<file path="src/rtl/core/pgtr_pkg.sv">
// Package for the periodic grid trilinear readout block.
// Holds shared constants, the operation code, the back-end state enum and
// a floor log2 helper function. No dependencies.
package pgtr_pkg;

    localparam int DEF_GRID_SIDE  = 32;
    localparam int DEF_VALUE_BITS = 24;
    localparam int DEF_POS_BITS   = 24;

    localparam int SCALE_BITS = 24;
    localparam int IDX_BITS   = 15;
    localparam int CVAL_BITS  = 24;
    localparam int OUT_BITS   = 24;
    localparam int MAX_BITS   = 23;
    localparam int FRAC_BITS  = 17;   // fraction 0..65536
    localparam logic [SCALE_BITS-1:0] SCALE_RESET = 24'd65536;
    localparam logic [FRAC_BITS-1:0]  FRAC_ONE    = 17'd65536;

    typedef enum logic
    {
        OP_WRITE  = 1'b0,
        OP_INTERP = 1'b1
    } op_t;

    typedef enum logic [2:0]
    {
        BK_IDLE,
        BK_READ,
        BK_BLEND_Z,
        BK_BLEND_Y,
        BK_BLEND_X,
        BK_POST,
        BK_OUT
    } bk_state_t;

    function automatic int clog2_floor(input int v);
        int r;
        int s;
        r = 0;
        s = v;
        while (s > 1)
        begin
            s = s >> 1;
            r = r + 1;
        end
        return r;
    endfunction

endpackage

</file>
<file path="src/rtl/core/pgtr_front.sv">
// Front end: accepts transactions, scales positions to cells, clamps and
// wraps neighbours, and forms queue entries. Depends on pgtr_pkg.
module pgtr_front
    import pgtr_pkg::*;
#(
    parameter int GRID_SIDE  = DEF_GRID_SIDE,
    parameter int VALUE_BITS = DEF_VALUE_BITS,
    parameter int POS_BITS   = DEF_POS_BITS,
    parameter int CB         = (GRID_SIDE > 1) ? $clog2(GRID_SIDE) : 1
)
(
    input  logic                  clk,
    input  logic                  rst_n,
    input  logic [SCALE_BITS-1:0] scale,
    input  logic                  in_valid,
    output logic                  in_stall,
    input  logic                  op,
    input  logic [IDX_BITS-1:0]   idx,
    input  logic [CVAL_BITS-1:0]  cval,
    input  logic [POS_BITS-1:0]   px,
    input  logic [POS_BITS-1:0]   py,
    input  logic [POS_BITS-1:0]   pz,
    input  logic [1:0]            ax,
    input  logic                  so,
    input  logic                  fp,
    // to queue
    output logic                  q_valid,
    input  logic                  q_full,
    output logic                  q_op,
    output logic [IDX_BITS-1:0]   q_idx,
    output logic                  q_idx_ok,
    output logic [VALUE_BITS-1:0] q_val,
    output logic [3*CB-1:0]       q_lo,
    output logic [3*CB-1:0]       q_hi,
    output logic [3*FRAC_BITS-1:0] q_fr,
    output logic                  q_oob,
    output logic [1:0]            q_ax,
    output logic                  q_so,
    output logic                  q_fp
);
    localparam int PB = POS_BITS + SCALE_BITS;
    localparam int CELLS = GRID_SIDE * GRID_SIDE * GRID_SIDE;

    // stage 1: register products
    logic             s1_valid_reg;
    logic             s1_op_reg, s1_so_reg, s1_fp_reg, s1_ok_reg;
    logic [1:0]       s1_ax_reg;
    logic [IDX_BITS-1:0] s1_idx_reg;
    logic [VALUE_BITS-1:0] s1_val_reg;
    logic [PB-1:0]    s1_prod_reg [3];
    logic [POS_BITS-1:0] pos [3];
    logic             adv;

    assign pos[0] = px;
    assign pos[1] = py;
    assign pos[2] = pz;
    assign adv = !(s1_valid_reg && q_full);
    assign in_stall = !adv;

    always_ff @(posedge clk or negedge rst_n)
    begin
        if (!rst_n)
            s1_valid_reg <= 1'b0;
        else if (adv)
            s1_valid_reg <= in_valid;
    end

    always_ff @(posedge clk)
    begin
        if (adv && in_valid)
        begin
            s1_op_reg  <= op;
            s1_so_reg  <= so;
            s1_fp_reg  <= fp;
            s1_ax_reg  <= ax;
            s1_idx_reg <= idx;
            s1_ok_reg  <= ({17'd0, idx} < 32'(CELLS));
            s1_val_reg <= VALUE_BITS'($signed(cval));
            for (int q = 0; q < 3; q++)
                s1_prod_reg[q] <= PB'(pos[q]) * PB'(scale);
        end
    end

    // stage 1 combinational: clamp and wrap
    always_comb
    begin
        logic [PB-1:0] cell_num;
        q_oob = 1'b0;
        for (int q = 0; q < 3; q++)
        begin
            cell_num = s1_prod_reg[q] >> 24;
            if (cell_num >= PB'(GRID_SIDE))
            begin
                q_lo[q*CB +: CB] = CB'(GRID_SIDE - 1);
                q_fr[q*FRAC_BITS +: FRAC_BITS] = FRAC_ONE;
                q_oob = 1'b1;
            end
            else
            begin
                q_lo[q*CB +: CB] = cell_num[CB-1:0];
                q_fr[q*FRAC_BITS +: FRAC_BITS] = {1'b0, s1_prod_reg[q][23:8]};
            end
            if ({1'b0, q_lo[q*CB +: CB]} == (CB+1)'(GRID_SIDE - 1))
                q_hi[q*CB +: CB] = '0;
            else
                q_hi[q*CB +: CB] = q_lo[q*CB +: CB] + CB'(1);
        end
    end

    assign q_valid  = s1_valid_reg;
    assign q_op     = s1_op_reg;
    assign q_idx    = s1_idx_reg;
    assign q_idx_ok = s1_ok_reg;
    assign q_val    = s1_val_reg;
    assign q_ax     = s1_ax_reg;
    assign q_so     = s1_so_reg;
    assign q_fp     = s1_fp_reg;
endmodule

</file>
<file path="config.mk">
export PLATFORM = sky130hd
export DESIGN_NAME = pgtr_front
export DESIGN_NICKNAME = d
export VERILOG_FILES = /design/src/rtl/core/pgtr_pkg.sv /design/src/rtl/core/pgtr_front.sv
export SDC_FILE = /design/constraint.sdc
export NUM_CORES = 2
export LEC_CHECK = 0
export BUFFER_PORTS_ARGS = -buffer_cell sky130_fd_sc_hd__buf_2
export CORE_MARGIN = 1
export CORE_UTILIZATION = 44
export CTS_BUF_LIST = sky130_fd_sc_hd__clkbuf_2 sky130_fd_sc_hd__clkbuf_4 sky130_fd_sc_hd__clkbuf_8
export DETAILED_ROUTE_END_ITERATION = 16
export GPL_TIMING_DRIVEN = 0
export PLACE_DENSITY = 0.7
export REMOVE_ABC_BUFFERS = 1
export SETUP_SLACK_MARGIN = 0.5
export SLEW_MARGIN = 20
export SYNTH_ARGS = -nofsm -noshare
export SYNTH_HDL_FRONTEND = slang
export SYNTH_SLANG_ARGS = --single-unit
export TNS_END_PERCENT = 100
</file>
<file path="constraint.sdc">
create_clock -name clk -period 19.41 [get_ports clk]
set_input_delay 1.941 -clock clk [delete_from_list [all_inputs] [get_ports clk]]
set_output_delay 1.941 -clock clk [all_outputs]
set_load 0.05 [all_outputs]
</file>
After elaboration in Yosys (flattened, before gate mapping)
Memories as Yosys holds them, arrays and structs flattened.
Cells that the tools add are included.
Storage, ports and cells
  register bits after elaboration: 45
  latch bits: 0
  memory bits (writable): 144
  bits in read-only memories: 0
  bits of input ports: 144
  output and inout bits: 129
  word-level logic and storage cells: 37
  memories: 1
Operators by class
  $add $sub $neg: 3
  multipliers: 3
  div/mod/pow operators: 0
  magnitude comparators: 3
  eq/ne operators: 3
  shift-type cells: 0
  multiplexer cells: 14
  bitwise logic cells: 0
  reduce and logical (&&, ||, !) cells: 3
Memories
  s1_prod_reg: depth 3, bits a word 48, read ports 3, clocked after memory_dff 0, wr ports 3, RTL line pgtr_front.sv:50  | logic [PB-1:0] s1_prod_reg [3];
Operators with widths (count)
  multiplier 24 x 24 -> 48 bit: 3
  greater-or-equal comparator 24 x 6 -> 1 bit (second input constant): 3
  2-to-1 mux 17 bit: 3
  2-to-1 mux 5 bit: 6
  adder 5 x 1 -> 5 bit (second input constant): 3
  == test 5 bit (second input constant): 3
  2-to-1 mux 1 bit: 5
  logical AND 1 bit: 2
  logical NOT 1 bit: 1

Depth between registers and ports, before layout
  word-level depth: 5
  depth in mapped cells: 27
  depth with buffers taken out: 24

Least setup slack after synthesis
No wires, ideal clock.
  path kind: in2reg
  start: input port q_full
  end: register s1_ax_reg[0] (netlist: q_ax[0]) (enable)
  setup time: 0.706 ns
  arrival time: 9.490 ns
  required time: 18.704 ns
  setup slack: 9.214 ns
  cell stages on the path: 2
  buffers on the path: 0
  path through: and2_1 > nor2b_1
On the way
  word-level cells in the longest chain between the ends: 3
Ends and longest elaborated chain
  from (decl): RTL line pgtr_front.sv:28  | input logic q_full,
  logical AND 1 bit: RTL line pgtr_front.sv:57  | assign adv = !(s1_valid_reg && q_full);
  logical NOT 1 bit: RTL line pgtr_front.sv:57
  logical AND 1 bit: RTL line pgtr_front.sv:70  | if (adv && in_valid)
  to (signal assigned): RTL line pgtr_front.sv:75  | s1_ax_reg <= ax;
  to (decl): RTL line pgtr_front.sv:47  | logic [1:0] s1_ax_reg;
Every way passes these cells.
A chain may end at the register's enable or synchronous reset.

==> summary.txt <==
Global routing
  • Initial antenna violation count: 22
  • Overflow after GRT: 0
  • First-pass GRT wire length: 259,800 um
  • Gr usage total: 23.25%
  • Largest net degree at the start of global routing: 63
  • Vias in the first global route: 49,520

Synthesis
  • Yosys top cell by area: fa_1
  • Dominant combinational cell family by area after synthesis: adder cells
  • Synth Warn #: 0
  • Synth Cell Area: 61,910 sq um
  • Yosys cell types: 81
  • Post-synth EDFFs: 164
  • Synth Flop Type: edfxtp_1
  • Synth Area in Compound Gates: 3.781%
  • Synth top area share: 46.66%
  • Sequential share of the synthesized area: 7.995%
  • Post-Syn Instances: 6,712
  • Number of synthesized register bits: 165
  • Proportion of synthesized area in mux cells: 0.01617%
  • Synth async-reset ratio: 0.6061%
  • Xor and xnor area share after synthesis: 1.768%
  • Post-Synth Simple-Gate Area: 17.02%
  • Synthesized area per cell: 9.224 sq um
  • Synth top area cells: fa_1 47%, ha_1 10%, inv_1 10%
  • Synth Area in Adders: 57.09%

Run
  • # Max-Cap Violations: 0

Die
  • Die Footprint: 142,200 sq um
  • Num ports: 273
  • DIE WIDTH: 377.1 um
  • Die height: 377.1 um
  • Number of cell rows: 137
  • Starting Density: 44.37%
  • Core Footprint: 139,500 sq um

Route
  • Vias per inst: 5.197
  • Starting DRT DRC Count: 2,629
  • # DRC: 0
  • Drt wl/cell: 18.28 um
  • DRT Wirelength: 157,000 um
  • Vias post-DR: 44,620
  • Routed Antenna Nets: 0
  • Drt pass-1 iters: 5

Timing
  • RSZ-0062 raised after global routing: no
  • Final hold viol count: 0
  • Slew at the pin with the worst max-slew slack: 932.1 ps
  • Fin crit share: 46.07%
  • Final Setup Violations: 0
  • Total Neg Setup Slack: 0 ps
  • Min Tclk post-route: 8942 ps
  • FMAX: 111.8 MHz
  • Worst Clk Skew: 23.78 ps
  • Max Slew Vio Count: 0
  • Rel. slew slack: 37.20%

Finish
  • Final Net Count: 8,788
  • Layout cells sized above 1: 5.688%
  • Area growth, synth to finish: 5.970%
  • Max reg flops: 120
  • Final Instance Area: 65,610 sq um

Worst setup path
  • Data arrival, critical path: 9340 ps
  • Critical path data required time: 19,810 ps
  • Worst Path Class, Setup: in2reg
  • CP max stage cell: a311oi_1
  • Crit path buf inv count: 7
  • CP endpoint kind: flop
  • Largest incremental delay on the critical path: 790 ps
  • Cell repeated most along the worst path: fa_1
  • Family with the most delay on the worst path: adder cells
  • CP Max Fanout: 43
  • CP startpoint kind: input port
  • Crit path cell chain: buf_4, buf_16, nand2_1, fa_1, inv_1, fa_1, inv_1, fa_1, inv_1, fa_1, fa_1, fa_1, inv_1, fa_1, inv_1, ha_1, a21oi_1, o21ai_0, a311oi_1, nor2_1, o211ai_1, nand2b_1, a221oi_2, xnor2_1

Placed design
  • Placed inst area: 65,170 sq um
  • Port Buffers: 271
  • HPWL after detailed placement: 118,600 um
  • GP Congestion: 0.8763

Clocking
  • Root Driver: clkbuf_8
  • Resized cells post-CTS: 0
  • Longest Clk Path Bufs: 2
  • Hold-fix buffer count after cts: 0
  • TritonCTS Buffers: 17
  • Post-CTS Setup Repair Bufs: 0
  • CTS tree: done
  • Clk_lat worst skew: 660 ps
  • CTS clk-pin slew, worst paths: 110 ps
  • CTS sink count: 165
  • H-tree lvl count: 4

Worst hold path
  • Worst hold path class: reg2reg

Status
  • Status: completed
## layer usage
metal	track usage [%]	vias to the layer above	wire length, um
met5	0	-	123
met4	8.874	22	5596
met3	3.387	348	10570
met2	39.47	1589	77280
met1	29.94	23170	63400
li1	-	19490	-
## cell usage after synthesis (3+ instances only)
| cell | count |
|---|---|
| xnor2_1 | 88 |
| and3_1 | 20 |
| o21a_1 | 7 |
| a2111oi_0 | 4 |
| a21boi_0 | 3 |
| nor2b_1 | 11 |
| a221oi_2 | 3 |
| or3_1 | 5 |
| o21ai_1 | 24 |
| and2_1 | 915 |
| a21o_1 | 52 |
| a31oi_1 | 11 |
| nand2b_1 | 21 |
| ha_1 | 516 |
| o21ai_0 | 36 |
| nand4_1 | 23 |
| o21bai_1 | 18 |
| a31o_2 | 3 |
| nand3_1 | 31 |
| clkbuf_1 | 348 |
| nor2_1 | 61 |
| edfxtp_1 | 164 |
| a311oi_1 | 4 |
| a211oi_1 | 9 |
| nor4_1 | 17 |
| inv_1 | 1675 |
| fa_1 | 1443 |
| o211ai_1 | 5 |
| and4_1 | 4 |
| xor2_1 | 37 |
| nand2_1 | 936 |
| a21oi_2 | 5 |
| nor3_1 | 29 |
| a2111o_1 | 4 |
| a21oi_1 | 112 |
| a211o_1 | 5 |
| buf_2 | 5 |
## placed cells by master (no fill, tap or decap), types with 29 or more instances in the layout
cell / n
nor3_1: 29
and2_1: 915
inv_1: 1675
xnor2_1: 88
edfxtp_1: 164
a21oi_1: 112
a21o_1: 52
xor2_1: 37
nand2_1: 936
ha_1: 516
buf_2: 254
fa_1: 1443
o21ai_0: 36
nor2_1: 61
nand3_1: 31
## path summary, 6_finish.rpt
kind / slack, ps / cells past startpoint / from / to
worst max-delay path: 10470 / 24 / scale[15] / s1_prod_reg[0][43]$_DFFE_PP_
worst min-delay path: 770 / 2 / q_valid$_DFFE_PN0N_ / q_valid$_DFFE_PN0N_
worst max register to register: 17180 / 5 / q_valid$_DFFE_PN0N_ / s1_prod_reg[0][37]$_DFFE_PP_
worst min register to register: 770 / 2 / q_valid$_DFFE_PN0N_ / q_valid$_DFFE_PN0N_
max in group asynchronous: 18270 / 1 / rst_n / q_valid$_DFFE_PN0N_
min in group asynchronous: 1060 / 1 / rst_n / q_valid$_DFFE_PN0N_
## through the flow
stage	cells	util [%]	setup slack, ps	hold slack [ps]
floorplan	6357	-	9214	1357
global placement	8504	46.06	5160	673.5
detailed placement	8542	46.70	10030	754.1
CTS	8574	47.00	10730	784.9
global route	8581	47.01	10080	792.8
finish	8586	47.02	10470	766.5
## cell type report
| class | count | area, sq um |
|---|---|---|
| antenna | 12 | 30.03 |
| clock buffer | 19 | 255.2 |
| clock inverter | 13 | 158.9 |
| fill | 13110 | 73920 |
| inverter | 1675 | 6287 |
| multi-input combinational | 4517 | 49360 |
| sequential | 165 | 4950 |
| tap | 1876 | 2347 |
| timing repair buffer | 309 | 2225 |
## worst min-delay path, cell delays in order, from the launching register on
cell and delay, ps:
dfrtp_1 370, and2_1 230, or2_2 140
## cells by family (layout without fill, tap and decap cells)
family | count (synthesis) | count (layout)
compound gates | 343 | 343
xor+xnor | 125 | 125
fa+ha+maj | 1959 | 1959
buf+inv | 2030 | 2016
flops | 165 | 165
mux | 1 | 1
other cells | 1 | 13
simple gates | 2088 | 2088
Power is left out: the tool's default activity adds up to more than one toggle a clock period on the data nets, which glitch-free logic cannot reach.
